## config.mk

```make
export PLATFORM = sky130hd
export DESIGN_NAME = circular_list_with_cursor_core_flat
export DESIGN_NICKNAME = d
export VERILOG_FILES = /design/src/rtl/clc_pkg.sv /design/src/rtl/clc_if.sv /design/src/rtl/circular_list_with_cursor_core.sv /design/src/rtl/clc_datapath.sv /design/src/rtl/clc_ctrl.sv /design/src/flat_wrapper.sv
export SDC_FILE = /design/constraint.sdc
export NUM_CORES = 1
export LEC_CHECK = 0
export BUFFER_PORTS_ARGS = -buffer_cell sky130_fd_sc_hd__buf_2
export CAP_MARGIN = 10
export CORE_ASPECT_RATIO = 1.1
export CORE_MARGIN = 4
export CORE_UTILIZATION = 62
export CTS_CLUSTER_DIAMETER = 120
export DETAILED_ROUTE_END_ITERATION = 10
export PLACE_DENSITY = 0.89
export SLEW_MARGIN = 20
export SYNTH_ARGS = -nofsm -noshare
export SYNTH_HDL_FRONTEND = slang
export SYNTH_SLANG_ARGS = --single-unit
```

## constraint.sdc

```tcl
create_clock -name clk -period 4.1 [get_ports clk]
set_clock_uncertainty 0.05 [all_clocks]
set_input_delay 0 -clock clk [delete_from_list [all_inputs] [get_ports clk]]
set_output_delay 0 -clock clk [all_outputs]
set_load 0.01 [all_outputs]
```

## src/rtl/clc_pkg.sv

```systemverilog
// Package with the shared constants, codes and controller/datapath types.
package clc_pkg;

  // Sizes of the node pool and of a stored handle.
  localparam int POOL_DEPTH  = 16;
  localparam int VALUE_WIDTH = 16;
  localparam int NODES       = POOL_DEPTH + 1;
  localparam int IDX_W       = $clog2(NODES);
  localparam int POOL_IDX_W  = (POOL_DEPTH > 1) ? $clog2(POOL_DEPTH) : 1;
  localparam int CNT_W       = $clog2(POOL_DEPTH + 1);

  // Widths of the channel fields.
  localparam int CMD_W    = 3;
  localparam int HANDLE_W = 16;
  localparam int STATUS_W = 2;
  localparam int COUNT_W  = 5;

  // Command codes.
  localparam logic [CMD_W-1:0] CMD_INSERT = 3'd0;
  localparam logic [CMD_W-1:0] CMD_DELETE = 3'd1;
  localparam logic [CMD_W-1:0] CMD_BACK   = 3'd2;
  localparam logic [CMD_W-1:0] CMD_FWD    = 3'd3;
  localparam logic [CMD_W-1:0] CMD_READ   = 3'd4;

  // Result status codes.
  localparam logic [STATUS_W-1:0] STATUS_DONE  = 2'd0;
  localparam logic [STATUS_W-1:0] STATUS_EMPTY = 2'd1;
  localparam logic [STATUS_W-1:0] STATUS_FULL  = 2'd2;

  // Controller states.
  typedef enum logic [3:0] {
    ST_IDLE,
    ST_DISPATCH,
    ST_INS_A,
    ST_INS_B,
    ST_DEL_A,
    ST_DEL_B,
    ST_DEL_C,
    ST_STEP_A,
    ST_STEP_B,
    ST_VAL,
    ST_RES
  } state_t;

  // Datapath operations issued by the controller.
  typedef enum logic [3:0] {
    OP_NONE,
    OP_CAPTURE,
    OP_DISPATCH,
    OP_INS_LINK,
    OP_INS_HEAD,
    OP_DEL_LINK,
    OP_DEL_FIX,
    OP_STEP_LINK,
    OP_STEP_FIX,
    OP_VALUE,
    OP_RESULT
  } op_t;

  // Command from the controller to the datapath.
  typedef struct packed {
    op_t  op;
    logic rd_zero;
  } ctrl_t;

  // Status from the datapath to the controller.
  typedef struct packed {
    logic [CMD_W-1:0] cmd;
    logic             empty;
    logic             full;
    logic             out_busy;
    logic             cursor_zero;
  } stat_t;

endpackage

```

## src/rtl/clc_if.sv

```systemverilog
// Channel interfaces for the request and result transactions.
interface clc_req_if;
  import clc_pkg::*;

  logic                valid;
  logic                ready;
  logic [CMD_W-1:0]    command;
  logic [HANDLE_W-1:0] entry_value;

  modport source (output valid, output command, output entry_value, input ready);
  modport sink   (input valid, input command, input entry_value, output ready);
endinterface

interface clc_res_if;
  import clc_pkg::*;

  logic                valid;
  logic                ready;
  logic [STATUS_W-1:0] status;
  logic                cursor_valid;
  logic [HANDLE_W-1:0] cursor_value;
  logic [COUNT_W-1:0]  entry_count;

  modport source (output valid, output status, output cursor_valid, output cursor_value,
                  output entry_count, input ready);
  modport sink   (input valid, input status, input cursor_valid, input cursor_value,
                  input entry_count, output ready);
endinterface

```

## src/rtl/circular_list_with_cursor_core.sv

```systemverilog
// Top level of the circular list with cursor: controller, datapath and checks.
//
// A command transaction enters on the request channel (command, entry_value) and
// exactly one result transaction leaves on the result channel (status,
// cursor_valid, cursor_value, entry_count) for every command, in order.
// Commands are handled one at a time. The request channel is ready only while
// the controller is idle; a command then walks the next and previous link
// memories, each with one write port and one registered read port. A read or a
// rejected command passes through dispatch, value read and result load; insert,
// delete and step add their own link states after dispatch. A new command is
// accepted once the controller returns to idle after its result is loaded.
// The result sits in an output register; when the receiver stalls it holds
// there and the next command is still accepted and processed, waiting only
// at its own result load until the register is taken.
// A synchronous reset empties the list: the cursor returns to the sentinel,
// the count clears, all nodes become free and all links read as zero.
module circular_list_with_cursor_core (
  input  logic      clk,
  input  logic      rst,
  clc_req_if.sink   request,
  clc_res_if.source result
);
  import clc_pkg::*;

  ctrl_t ctrl;
  stat_t st;

  clc_ctrl u_ctrl (
    .clk       (clk),
    .rst       (rst),
    .req_valid (request.valid),
    .req_ready (request.ready),
    .st        (st),
    .ctrl      (ctrl)
  );

  clc_datapath u_datapath (
    .clk          (clk),
    .rst          (rst),
    .ctrl         (ctrl),
    .st           (st),
    .command      (request.command),
    .entry_value  (request.entry_value),
    .res_valid    (result.valid),
    .res_ready    (result.ready),
    .status       (result.status),
    .cursor_valid (result.cursor_valid),
    .cursor_value (result.cursor_value),
    .entry_count  (result.entry_count)
  );

  // Between commands the cursor rests on the sentinel exactly when the list is empty.
  a_cursor_empty: assert property (@(posedge clk) disable iff (rst)
    request.ready |-> (st.empty == st.cursor_zero))
    else $error("cursor and count disagree on an empty list");

  // A command is dispatched only in the cycle after its request was taken.
  a_dispatch_after_accept: assert property (@(posedge clk) disable iff (rst)
    (ctrl.op == OP_DISPATCH) |-> $past(request.valid && request.ready))
    else $error("dispatch without an accepted request");

  // A result is never loaded over one the receiver has not taken.
  a_no_overwrite: assert property (@(posedge clk) disable iff (rst)
    (ctrl.op == OP_RESULT) |-> !(result.valid && !result.ready))
    else $error("result register overwritten while stalled");

  // No request is taken while a command is still in progress.
  a_one_at_a_time: assert property (@(posedge clk) disable iff (rst)
    (ctrl.op == OP_DISPATCH) |=> !request.ready)
    else $error("request accepted during a command");

endmodule

```

## src/rtl/clc_datapath.sv

```systemverilog
// Datapath: link memories, node values, free map, cursor, count and result register.
module clc_datapath (
  input  logic                          clk,
  input  logic                          rst,
  input  clc_pkg::ctrl_t                ctrl,
  output clc_pkg::stat_t                st,
  input  logic [clc_pkg::CMD_W-1:0]     command,
  input  logic [clc_pkg::HANDLE_W-1:0]  entry_value,
  output logic                          res_valid,
  input  logic                          res_ready,
  output logic [clc_pkg::STATUS_W-1:0]  status,
  output logic                          cursor_valid,
  output logic [clc_pkg::HANDLE_W-1:0]  cursor_value,
  output logic [clc_pkg::COUNT_W-1:0]   entry_count
);
  import clc_pkg::*;

  // Link and value memories.
  logic [IDX_W-1:0]       next_mem [NODES];
  logic [IDX_W-1:0]       prev_mem [NODES];
  logic [VALUE_WIDTH-1:0] value_mem [NODES];
  logic [NODES-1:0]       next_set;
  logic [NODES-1:0]       prev_set;

  // Control and working registers.
  logic [POOL_DEPTH-1:0]  in_use;
  logic [IDX_W-1:0]       cursor;
  logic [CNT_W-1:0]       count;
  logic [CMD_W-1:0]       cmd_r;
  logic [VALUE_WIDTH-1:0] val_r;
  logic [STATUS_W-1:0]    status_r;
  logic [IDX_W-1:0]       free_idx;
  logic [IDX_W-1:0]       tmp;
  logic [IDX_W-1:0]       next_raw;
  logic [IDX_W-1:0]       prev_raw;
  logic                   next_ok;
  logic                   prev_ok;
  logic [VALUE_WIDTH-1:0] val_rd;

  // Combinational signals.
  logic [IDX_W-1:0]       rd_addr;
  logic [IDX_W-1:0]       rd_next;
  logic [IDX_W-1:0]       rd_prev;
  logic                   next_we;
  logic [IDX_W-1:0]       next_wa;
  logic [IDX_W-1:0]       next_wd;
  logic                   prev_we;
  logic [IDX_W-1:0]       prev_wa;
  logic [IDX_W-1:0]       prev_wd;
  logic [POOL_DEPTH-1:0]  free_vec;
  logic [POOL_DEPTH-1:0]  free_onehot;
  logic [IDX_W-1:0]       free_enc;
  logic [IDX_W-1:0]       cur_off;
  logic [IDX_W-1:0]       free_off;
  logic                   is_back;
  logic [IDX_W-1:0]       step_link;
  logic [IDX_W-1:0]       fix_link;
  logic [STATUS_W-1:0]    status_next;
  logic                   list_empty;
  logic                   list_full;

  assign list_empty = (count == '0);
  assign list_full  = (count == CNT_W'(POOL_DEPTH));
  assign is_back    = (cmd_r == CMD_BACK);

  // Status toward the controller.
  assign st.cmd         = cmd_r;
  assign st.empty       = list_empty;
  assign st.full        = list_full;
  assign st.out_busy    = res_valid && !res_ready;
  assign st.cursor_zero = (cursor == '0);

  // Unwritten links read as zero, which is the reset value of every link.
  assign rd_next = next_ok ? next_raw : '0;
  assign rd_prev = prev_ok ? prev_raw : '0;
  assign rd_addr = ctrl.rd_zero ? '0 : cursor;

  // Lowest free pool node: isolate the lowest set bit, then encode it.
  assign free_vec    = ~in_use;
  assign free_onehot = free_vec & (~free_vec + 1'b1);
  always_comb begin
    free_enc = '0;
    for (int k = 0; k < POOL_DEPTH; k++) begin
      if (free_onehot[k]) begin
        free_enc = free_enc | IDX_W'(k + 1);
      end
    end
  end

  assign cur_off  = cursor - 1'b1;
  assign free_off = free_idx - 1'b1;

  // Link chosen by a step and the fallback around the sentinel.
  assign step_link = is_back ? rd_prev : rd_next;
  assign fix_link  = (tmp != '0) ? tmp : step_link;

  // Status of a command, decided when it is dispatched.
  always_comb begin
    if (cmd_r == CMD_INSERT) begin
      status_next = list_full ? STATUS_FULL : STATUS_DONE;
    end else if ((cmd_r == CMD_DELETE) || (cmd_r == CMD_BACK) ||
                 (cmd_r == CMD_FWD) || (cmd_r == CMD_READ)) begin
      status_next = list_empty ? STATUS_EMPTY : STATUS_DONE;
    end else begin
      status_next = STATUS_DONE;
    end
  end

  // Link write ports.
  always_comb begin
    next_we = 1'b0;
    next_wa = '0;
    next_wd = '0;
    prev_we = 1'b0;
    prev_wa = '0;
    prev_wd = '0;
    case (ctrl.op)
      OP_INS_LINK: begin
        next_we = 1'b1;
        next_wa = free_idx;
        next_wd = rd_next;
        prev_we = 1'b1;
        prev_wa = free_idx;
        prev_wd = '0;
      end
      OP_INS_HEAD: begin
        next_we = 1'b1;
        next_wa = '0;
        next_wd = free_idx;
        prev_we = 1'b1;
        prev_wa = tmp;
        prev_wd = free_idx;
      end
      OP_DEL_LINK: begin
        next_we = 1'b1;
        next_wa = rd_prev;
        next_wd = rd_next;
        prev_we = 1'b1;
        prev_wa = rd_next;
        prev_wd = rd_prev;
      end
      default: begin
      end
    endcase
  end

  // Link memories with registered reads.
  always_ff @(posedge clk) begin
    if (next_we) begin
      next_mem[next_wa] <= next_wd;
    end
    if (prev_we) begin
      prev_mem[prev_wa] <= prev_wd;
    end
    next_raw <= next_mem[rd_addr];
    prev_raw <= prev_mem[rd_addr];
  end

  // Value memory, written on insert and read at the cursor.
  always_ff @(posedge clk) begin
    if (ctrl.op == OP_INS_LINK) begin
      value_mem[free_idx] <= val_r;
    end
    if (ctrl.op == OP_VALUE) begin
      val_rd <= value_mem[cursor];
    end
  end

  // Link valid flags, free map, cursor, count and result handshake.
  always_ff @(posedge clk) begin
    if (rst) begin
      next_set  <= '0;
      prev_set  <= '0;
      next_ok   <= 1'b0;
      prev_ok   <= 1'b0;
      in_use    <= '0;
      cursor    <= '0;
      count     <= '0;
      res_valid <= 1'b0;
    end else begin
      if (next_we) begin
        next_set[next_wa] <= 1'b1;
      end
      if (prev_we) begin
        prev_set[prev_wa] <= 1'b1;
      end
      next_ok <= next_set[rd_addr];
      prev_ok <= prev_set[rd_addr];
      case (ctrl.op)
        OP_INS_LINK: begin
          in_use[free_off[POOL_IDX_W-1:0]] <= 1'b1;
          count <= count + 1'b1;
          if (list_empty) begin
            cursor <= free_idx;
          end
        end
        OP_DEL_LINK: begin
          in_use[cur_off[POOL_IDX_W-1:0]] <= 1'b0;
          count <= count - 1'b1;
        end
        OP_DEL_FIX: begin
          cursor <= (tmp != '0) ? tmp : rd_next;
        end
        OP_STEP_FIX: begin
          cursor <= fix_link;
        end
        default: begin
        end
      endcase
      if (ctrl.op == OP_RESULT) begin
        res_valid <= 1'b1;
      end else if (res_ready) begin
        res_valid <= 1'b0;
      end
    end
  end

  // Payload and working registers.
  always_ff @(posedge clk) begin
    case (ctrl.op)
      OP_CAPTURE: begin
        cmd_r <= command;
        val_r <= VALUE_WIDTH'(entry_value);
      end
      OP_DISPATCH: begin
        status_r <= status_next;
        free_idx <= free_enc;
      end
      OP_INS_LINK: begin
        tmp <= rd_next;
      end
      OP_DEL_LINK: begin
        tmp <= rd_next;
      end
      OP_STEP_LINK: begin
        tmp <= step_link;
      end
      OP_RESULT: begin
        status       <= status_r;
        cursor_valid <= (cursor != '0);
        cursor_value <= (cursor != '0) ? HANDLE_W'(val_rd) : '0;
        entry_count  <= COUNT_W'(count);
      end
      default: begin
      end
    endcase
  end

endmodule

```

## src/rtl/clc_ctrl.sv

```systemverilog
// Controller: sequences each command through the datapath steps.
module clc_ctrl (
  input  logic            clk,
  input  logic            rst,
  input  logic            req_valid,
  output logic            req_ready,
  input  clc_pkg::stat_t  st,
  output clc_pkg::ctrl_t  ctrl
);
  import clc_pkg::*;

  state_t state;
  state_t state_next;
  logic   cmd_list;

  // Commands that need a non-empty list.
  assign cmd_list = (st.cmd == CMD_DELETE) || (st.cmd == CMD_BACK) ||
                    (st.cmd == CMD_FWD) || (st.cmd == CMD_READ);

  // State register.
  always_ff @(posedge clk) begin
    if (rst) begin
      state <= ST_IDLE;
    end else begin
      state <= state_next;
    end
  end

  // Next state.
  always_comb begin
    state_next = state;
    unique case (state)
      ST_IDLE: begin
        if (req_valid) begin
          state_next = ST_DISPATCH;
        end
      end
      ST_DISPATCH: begin
        if ((st.cmd == CMD_INSERT) && !st.full) begin
          state_next = ST_INS_A;
        end else if (cmd_list && !st.empty && (st.cmd == CMD_DELETE)) begin
          state_next = ST_DEL_A;
        end else if (cmd_list && !st.empty &&
                     ((st.cmd == CMD_BACK) || (st.cmd == CMD_FWD))) begin
          state_next = ST_STEP_A;
        end else begin
          state_next = ST_VAL;
        end
      end
      ST_INS_A:  state_next = ST_INS_B;
      ST_INS_B:  state_next = ST_VAL;
      ST_DEL_A:  state_next = ST_DEL_B;
      ST_DEL_B:  state_next = ST_DEL_C;
      ST_DEL_C:  state_next = ST_VAL;
      ST_STEP_A: state_next = ST_STEP_B;
      ST_STEP_B: state_next = ST_VAL;
      ST_VAL:    state_next = ST_RES;
      ST_RES: begin
        if (!st.out_busy) begin
          state_next = ST_IDLE;
        end
      end
      default:   state_next = ST_IDLE;
    endcase
  end

  // Outputs toward the datapath and the request channel.
  always_comb begin
    ctrl.op      = OP_NONE;
    ctrl.rd_zero = 1'b0;
    req_ready    = 1'b0;
    unique case (state)
      ST_IDLE: begin
        req_ready = 1'b1;
        if (req_valid) begin
          ctrl.op = OP_CAPTURE;
        end
      end
      ST_DISPATCH: begin
        ctrl.op      = OP_DISPATCH;
        ctrl.rd_zero = (st.cmd == CMD_INSERT);
      end
      ST_INS_A:  ctrl.op = OP_INS_LINK;
      ST_INS_B:  ctrl.op = OP_INS_HEAD;
      ST_DEL_A:  ctrl.op = OP_DEL_LINK;
      ST_DEL_B:  ctrl.rd_zero = 1'b1;
      ST_DEL_C:  ctrl.op = OP_DEL_FIX;
      ST_STEP_A: begin
        ctrl.op      = OP_STEP_LINK;
        ctrl.rd_zero = 1'b1;
      end
      ST_STEP_B: ctrl.op = OP_STEP_FIX;
      ST_VAL:    ctrl.op = OP_VALUE;
      ST_RES: begin
        if (!st.out_busy) begin
          ctrl.op = OP_RESULT;
        end
      end
      default: begin
      end
    endcase
  end

endmodule
```

## src/flat_wrapper.sv

```systemverilog
// flat-port wrapper written by rule: the top's interface ports become plain ports
module circular_list_with_cursor_core_flat import clc_pkg::*;
  (clk, rst, request_valid, request_command, request_entry_value, request_ready, result_valid, result_status, result_cursor_valid, result_cursor_value, result_entry_count, result_ready);
  clc_req_if request_i ();
  clc_res_if result_i ();
  input  logic clk;
  input  logic rst;
  input wire logic [$bits(request_i.valid)-1:0] request_valid;
  input wire logic [$bits(request_i.command)-1:0] request_command;
  input wire logic [$bits(request_i.entry_value)-1:0] request_entry_value;
  output wire logic [$bits(request_i.ready)-1:0] request_ready;
  output wire logic [$bits(result_i.valid)-1:0] result_valid;
  output wire logic [$bits(result_i.status)-1:0] result_status;
  output wire logic [$bits(result_i.cursor_valid)-1:0] result_cursor_valid;
  output wire logic [$bits(result_i.cursor_value)-1:0] result_cursor_value;
  output wire logic [$bits(result_i.entry_count)-1:0] result_entry_count;
  input wire logic [$bits(result_i.ready)-1:0] result_ready;
  assign request_i.valid = request_valid;
  assign request_i.command = request_command;
  assign request_i.entry_value = request_entry_value;
  assign request_ready = request_i.ready;
  assign result_valid = result_i.valid;
  assign result_status = result_i.status;
  assign result_cursor_valid = result_i.cursor_valid;
  assign result_cursor_value = result_i.cursor_value;
  assign result_entry_count = result_i.entry_count;
  assign result_i.ready = result_ready;
  circular_list_with_cursor_core u_core (.clk(clk), .rst(rst), .request(request_i), .result(result_i));
endmodule
```

==> results_dict.tcl, run 1 <==
set metrics [dict create \
    placed_area_sq_um 24700 \
    cp_slowest_cell "dfxtp_1" \
    worstSetupPathType "reg -> reg" \
    grt_busiest_layer "met2" \
    grt.met1_usage 0.382 \
    r2r_cells 7 \
    max_slew.worst_pin.slew_ps 945 \
    p_sw_frac 0.287 \
    die_area_sq_um 41600 \
    grt_max_degree 56 \
    rows 75 \
    vias_per_cell 6.97 \
    ys_warn_count 0 \
    met3_usage 0.0525 \
    place_congestion 0.962 \
    synth-main-ff-cell "edfxtp_1" \
    coreArea_sq_um 38100 \
    post-place-cells 2030 \
    yosysSeqAreaShare 0.711 \
    post-place-ws_ps 617 \
    drt_wl_total_mm 63.1 \
    synth_area_leaders "edfxtp_1 (65%), mux4_2 (7.9%), dfxtp_1 (6.5%)" \
    vias 15012 \
    die_w_microns 195 \
    grt_pass1_vias 14971 \
    io_pins 49 \
    p_seq_frac 0.486 \
    min_from "request_entry_value[8]" \
    internal_power_mw 11.2 \
    portBuffers 48 \
    peakVddDrop_mv 0.611 \
    cp.depth 7 \
    timing.critical_path.slowest_cell_delay_ps 810 \
    syn_to_final_growth_pct 12.0 \
    worstSetupStartpointType "flop" \
    antenna_cells 0 \
    relSlewSlack 0.370 \
    finalCriticalPeriod_ps 3470 \
    cp_common_cell "nor2_1" \
    layout.cells.non_filler 2153 \
    dp_hpwl_mm 36.3 \
    crit_start "u_core.u_ctrl.state[0]" \
    grt_pass1_wl_mm 94.9 \
    cts.sinks 590 \
    syn_area_sq_um 23800 \
    cp_top_family "simple AND/OR/NAND/NOR gates" \
    drive_above_1_share 0.199 \
    clk_latency_ps 610 \
    syn_inst 1531 \
    setup_ws_ps 631 \
    clk_pin_slew_ps 60 \
    drt_first_iter_violations 1969 \
    fillers 2315 \
    power.density_nw_per_um2 586 \
    numCtsBuffers 54 \
    gr-usage-all-layers 0.305 \
    leakagePower_nw 8.29 \
    p_clk_frac 0.326 \
    worst_hold_path_type "in -> reg" \
    rsz0062_at_grt "false" \
    worstPathMaxFanout 24 \
    die_h_microns 214 \
    utilization 0.701 \
    p_switching_mw 4.49 \
    outcome "complete, no violations" \
    first_pass_iters 7 \
    reg2reg_from "u_core.u_ctrl.state[0]" \
    final-max-slew-violation-count 0 \
    synth.net_count 1556 \
    setup_violations 0 \
    path_cells "or4b_1, clkinv_2, a32oi_1, nand2_2, nor2_1, nand2_1, nor2_1" \
    r2r_end "u_core.u_datapath.prev_mem[10][3]" \
    required_ps 4270 \
    ys_seq_elements 590 \
    fmax_mhz 288 \
    yosysTopAreaCellShare 0.646 \
    final_area_sq_um 26700 \
    overflow 0 \
    post_cts_buffers 0 \
    syn_avg_cell_area_sq_um 15.6 \
    endpoint_kind "flop" \
    ys_types 71 \
    setup_tns_ps 0 \
    critPathBufInv 1 \
    drc 0 \
    fin_crit_sh 0.846 \
    r2r_slack_ps 630 \
    wl_per_cell_microns 29.3 \
    timing.hold.ws_ps 59.7 \
    clock_path_buffers 3 \
    fin_total_pwr_mw 15.6 \
    antenna_left 0 \
    cts_tree "done" \
    yosysTopAreaCell "edfxtp_1" \
    start_util 0.626 \
    synth_edf_count 513 \
    endpoint "u_core.u_datapath.prev_mem[10][3]" \
    cts-root-buf "clkbuf_16" \
    final_hold_viol_count 0 \
    antenna_found_initial 0 \
    grt_use_met2 0.533 \
    synth-async-reset-ratio 0 \
    fin_nets 1633 \
    drv_cap 0 \
    cts_htree_levels 2 \
    combPwrFrac 0.189 \
    cp.arrival_ps 3640 \
]
==> timing repair <==
action | 4_1_cts | 5_1_grt
endpoints found under the hold margin | 45 | 0
gates resized for setup | 0 | 0
hold buffers | 22 | 0
==> state kept, by name (all words and copies together), names as in the netlist, 2 cells and up <==
register                        count
u_core.u_ctrl.state                 4
u_core.u_datapath.cmd_r             3
u_core.u_datapath.count             5
u_core.u_datapath.cursor            5
u_core.u_datapath.cursor_value     16
u_core.u_datapath.entry_count       5
u_core.u_datapath.free_idx          5
u_core.u_datapath.in_use           16
u_core.u_datapath.next_mem         85
u_core.u_datapath.next_raw          5
u_core.u_datapath.next_set         17
u_core.u_datapath.prev_mem         85
u_core.u_datapath.prev_raw          5
u_core.u_datapath.prev_set         17
u_core.u_datapath.status            2
u_core.u_datapath.status_r          2
u_core.u_datapath.tmp               5
u_core.u_datapath.val_r            16
u_core.u_datapath.val_rd           16
u_core.u_datapath.value_mem       272
==> power groups by stage <==
stage / logic (mW) / clock network [mW] / registers (mW)
6_report: 2.95 / 5.09 / 7.60
4_1_cts: 2.91 / 5.11 / 7.56
3_3_place_gp: 2.71 / 0 / 7.65
2_1_floorplan: 2.35 / 0 / 7.23
3_5_place_dp: 2.83 / 0 / 7.68
5_1_grt: 3.12 / 5.41 / 7.63
==> metal layers <==
| layer | part of all wire | wire length, microns |
|---|---|---|
| met5 | 0 | 0 |
| met4 | 0.054 | 3390 |
| met3 | 0.10 | 6330 |
| met2 | 0.51 | 32200 |
| met1 | 0.33 | 21100 |
==> cells in the mapped netlist, types with 5 or more instances <==
cell	count
buf_1	7
mux2_2	18
nor2b_1	23
and2_1	5
inv_1	18
edfxtp_1	513
nor3_1	17
a21oi_1	79
a2bb2oi_1	9
clkbuf_1	54
or2_2	7
a221oi_1	11
o21a_1	6
o211ai_1	28
nand2b_1	26
a211oi_1	28
nand2_1	81
nor2_1	132
buf_6	5
o21ai_0	76
nor3b_1	11
o22ai_1	18
o21ba_2	5
dfxtp_1	77
nand4_1	10
nand3_1	23
o2111ai_1	27
nand3b_1	7
mux2i_1	26
buf_2	21
mux4_2	84
and3_1	10
==> worst min-delay path by stage <==
stage          cells past startpoint                     endpoint
2_1_floorplan                      0   u_core.u_datapath.cmd_r[0]
3_3_place_gp                       1   u_core.u_datapath.val_r[5]
3_5_place_dp                       1  u_core.u_datapath.val_r[14]
4_1_cts                            2   u_core.u_datapath.val_r[3]
5_1_grt                            2   u_core.u_datapath.val_r[2]
6_report                           2   u_core.u_datapath.val_r[8]
==> logic make-up (layout without fill, tap and decap cells) <==
| family | Yosys count | in the layout | synth area share |
|---|---|---|---|
| buffers and inverters | 110 | 232 | 0.0207 |
| adders and majority gates | 2 | 2 | 0.00105 |
| and+or+nand+nor | 376 | 376 | 0.0775 |
| DFF | 590 | 590 | 0.711 |
| xor gates and xnor gates | 6 | 6 | 0.00220 |
| AOI/OAI and AO/OA | 317 | 317 | 0.0877 |
| muxes | 130 | 130 | 0.0999 |
==> area by class of cell <==
cell class | instances | area (sq um) | area share
Clock inverter | 21 | 226 | 0.00848
Multi-Input combinational cell | 831 | 6460 | 0.242
Inverter | 19 | 72.6 | 0.00272
Timing Repair Buffer | 112 | 788 | 0.0295
Clock buffer | 80 | 1560 | 0.0584
Tap cell | 500 | 626 | 0.0234
Sequential cell | 590 | 17000 | 0.635
==> layout by cell type, fill, tap and decap left out, types with 41 or more instances in the layout <==
cell type  instances
buf_2             48
a21oi_1           79
nand2_1           81
dfxtp_1           72
clkbuf_16         54
buf_4             41
mux4_2            84
o21ai_0           76
edfxtp_1         513
nor2_1           120
Power figures use the tool's default switching activity.
==> run 2, diff against run 1 <==
==> constraint.sdc (replaced) <==
create_clock -name clk -period 3.35 [get_ports clk]
set_clock_uncertainty 0.05 [all_clocks]
set_input_delay 0 -clock clk [delete_from_list [all_inputs] [get_ports clk]]
set_output_delay 0 -clock clk [all_outputs]
set_load 0.01 [all_outputs]
==> run 2 against run 1 <==
  * Clock power up 28%
  * Setup slack worse by 270 ps
  * Non-clock buffer count up 19
  * Flip-flop and latch count unchanged
  * Largest cell class unchanged
  * Highest routed layer unchanged
==> results_dict.tcl, run 2 (synthesis results as in run 1) <==
set metrics [dict create \
    leakagePower_nw 8.46 \
    setup_violations 0 \
    place_congestion 0.975 \
    start_util 0.626 \
    cts.sinks 590 \
    post_cts_buffers 0 \
    coreArea_sq_um 38100 \
    dp_hpwl_mm 36.6 \
    cts-root-buf "clkbuf_16" \
    setup_tns_ps 0 \
    die_area_sq_um 41600 \
    numCtsBuffers 55 \
    timing.hold.ws_ps 44.8 \
    power.density_nw_per_um2 723 \
    syn_to_final_growth_pct 13.2 \
    grt_pass1_vias 14960 \
    cts_htree_levels 2 \
    fin_nets 1653 \
    finalCriticalPeriod_ps 2990 \
    cp_slowest_cell "nor4b_2" \
    largestRegisters "u_core.u_datapath.value_mem x272, u_core.u_datapath.next_mem x85, u_core.u_datapath.prev_mem x85" \
    layout_commonest_cell "edfxtp_1" \
    clk_pin_slew_ps 60 \
    wl_per_cell_microns 28.6 \
    overflow 0 \
    gr-usage-all-layers 0.301 \
    cp_top_family "simple AND/OR/NAND/NOR gates" \
    fmax_mhz 334 \
    worstSetupPathType "reg -> reg" \
    final_hold_viol_count 0 \
    antenna_found_initial 0 \
    rows 75 \
    drt_first_iter_violations 1909 \
    drive_above_1_share 0.208 \
    worstPathMaxFanout 15 \
    drv_cap 0 \
    clk_latency_ps 620 \
    first_pass_iters 6 \
    clock_path_buffers 3 \
    vias_per_cell 6.85 \
    final-max-slew-violation-count 0 \
    peakVddDrop_mv 0.876 \
    timing.critical_path.slowest_cell_delay_ps 730 \
    die_w_microns 195 \
    worstSetupStartpointType "flop" \
    multi_input_area_sq_um 6460 \
    fillers 2274 \
    relSlewSlack 0.329 \
    vias 14887 \
    endpoint_kind "flop" \
    worst_hold_path_type "in -> reg" \
    max_slew.worst_pin.slew_ps 1000 \
    outcome "complete, no violations" \
    required_ps 3550 \
    mostFrequentLayoutCells "edfxtp_1 (513), nor2_1 (120), mux4_2 (84), nand2_1 (81), a21oi_1 (79)" \
    rsz0062_at_grt "false" \
    cts_resized 0 \
    path_cells "nor4b_2, nand2_1, and2_1, or3_1, nor2_1" \
    critPathBufInv 0 \
    portBuffers 48 \
    grt_max_degree 67 \
    cts_tree "done" \
    antenna_cells 0 \
    io_pins 49 \
    fin_crit_sh 0.894 \
    regArea_sq_um 17000 \
    grt_pass1_wl_mm 94.2 \
    cp.arrival_ps 3190 \
    antenna_left 0 \
    drt_wl_total_mm 62.1 \
    largest-register "u_core.u_datapath.value_mem" \
    drc 0 \
    fin_total_pwr_mw 19.5 \
    largest_reg_flops 272 \
    die_h_microns 214 \
]
run 2: area by class of cell:
type                            count  area share
Tap cell                          500      0.0232
Clock buffer                       66      0.0556
Clock inverter                     37      0.0147
Multi-Input combinational cell    831       0.239
Sequential cell                   590       0.628
Timing Repair Buffer              131      0.0360
Inverter                           19     0.00269
run 2: worst paths after layout:
kind	slack [ps]	startpoint	to	cells after the start
max	360	u_core.u_ctrl.state[3]	u_core.u_datapath.next_mem[4][4]	5
min	40	request_entry_value[5]	u_core.u_datapath.val_r[5]	2
max reg2reg	360	u_core.u_ctrl.state[3]	u_core.u_datapath.next_mem[4][4]	5
min reg2reg	370	u_core.u_datapath.status_r[0]	u_core.u_datapath.status[0]	0
run 2: worst reg2reg max path: stages (launching register included):
cell	delay, ps
dfxtp_1	440
nor4b_2	740
nand2_1	270
and2_1	280
or3_1	410
nor2_1	440
run 2: report_power, final:
part | switching [mW] | internal (mW) | total, mW
sequential | 0.595 | 8.52 | 9.12
clock | 2.72 | 3.81 | 6.53
combinational | 2.23 | 1.62 | 3.86
total | 5.55 | 14.0 | 19.5
run 2: layer usage:
metal	track usage	share of wire	up-vias
met2	0.509	0.50	1083
met4	0.137	0.051	0
li1	-	-	6215
met1	0.387	0.35	7373
met5	0	0	-
met3	0.0586	0.10	216
run 2: repair_timing:
action | 4_1_cts | 5_1_grt
hold endpoints to repair | 52 | 0
hold buffers | 23 | 0
endpoints found under the setup margin | 0 | 0
run 2: stage by stage:
| step | util | cells | cell area (sq um) | setup WS, ps |
|---|---|---|---|---|
| floorplan | - | 1531 | 23800 | 590 |
| global placement | 0.653 | 2048 | 24900 | 572 |
| detailed placement | 0.653 | 2048 | 24900 | 487 |
| CTS | 0.708 | 2174 | 27000 | 409 |
| global route | 0.708 | 2174 | 27000 | 232 |
| finish | 0.708 | 2174 | 27000 | 356 |
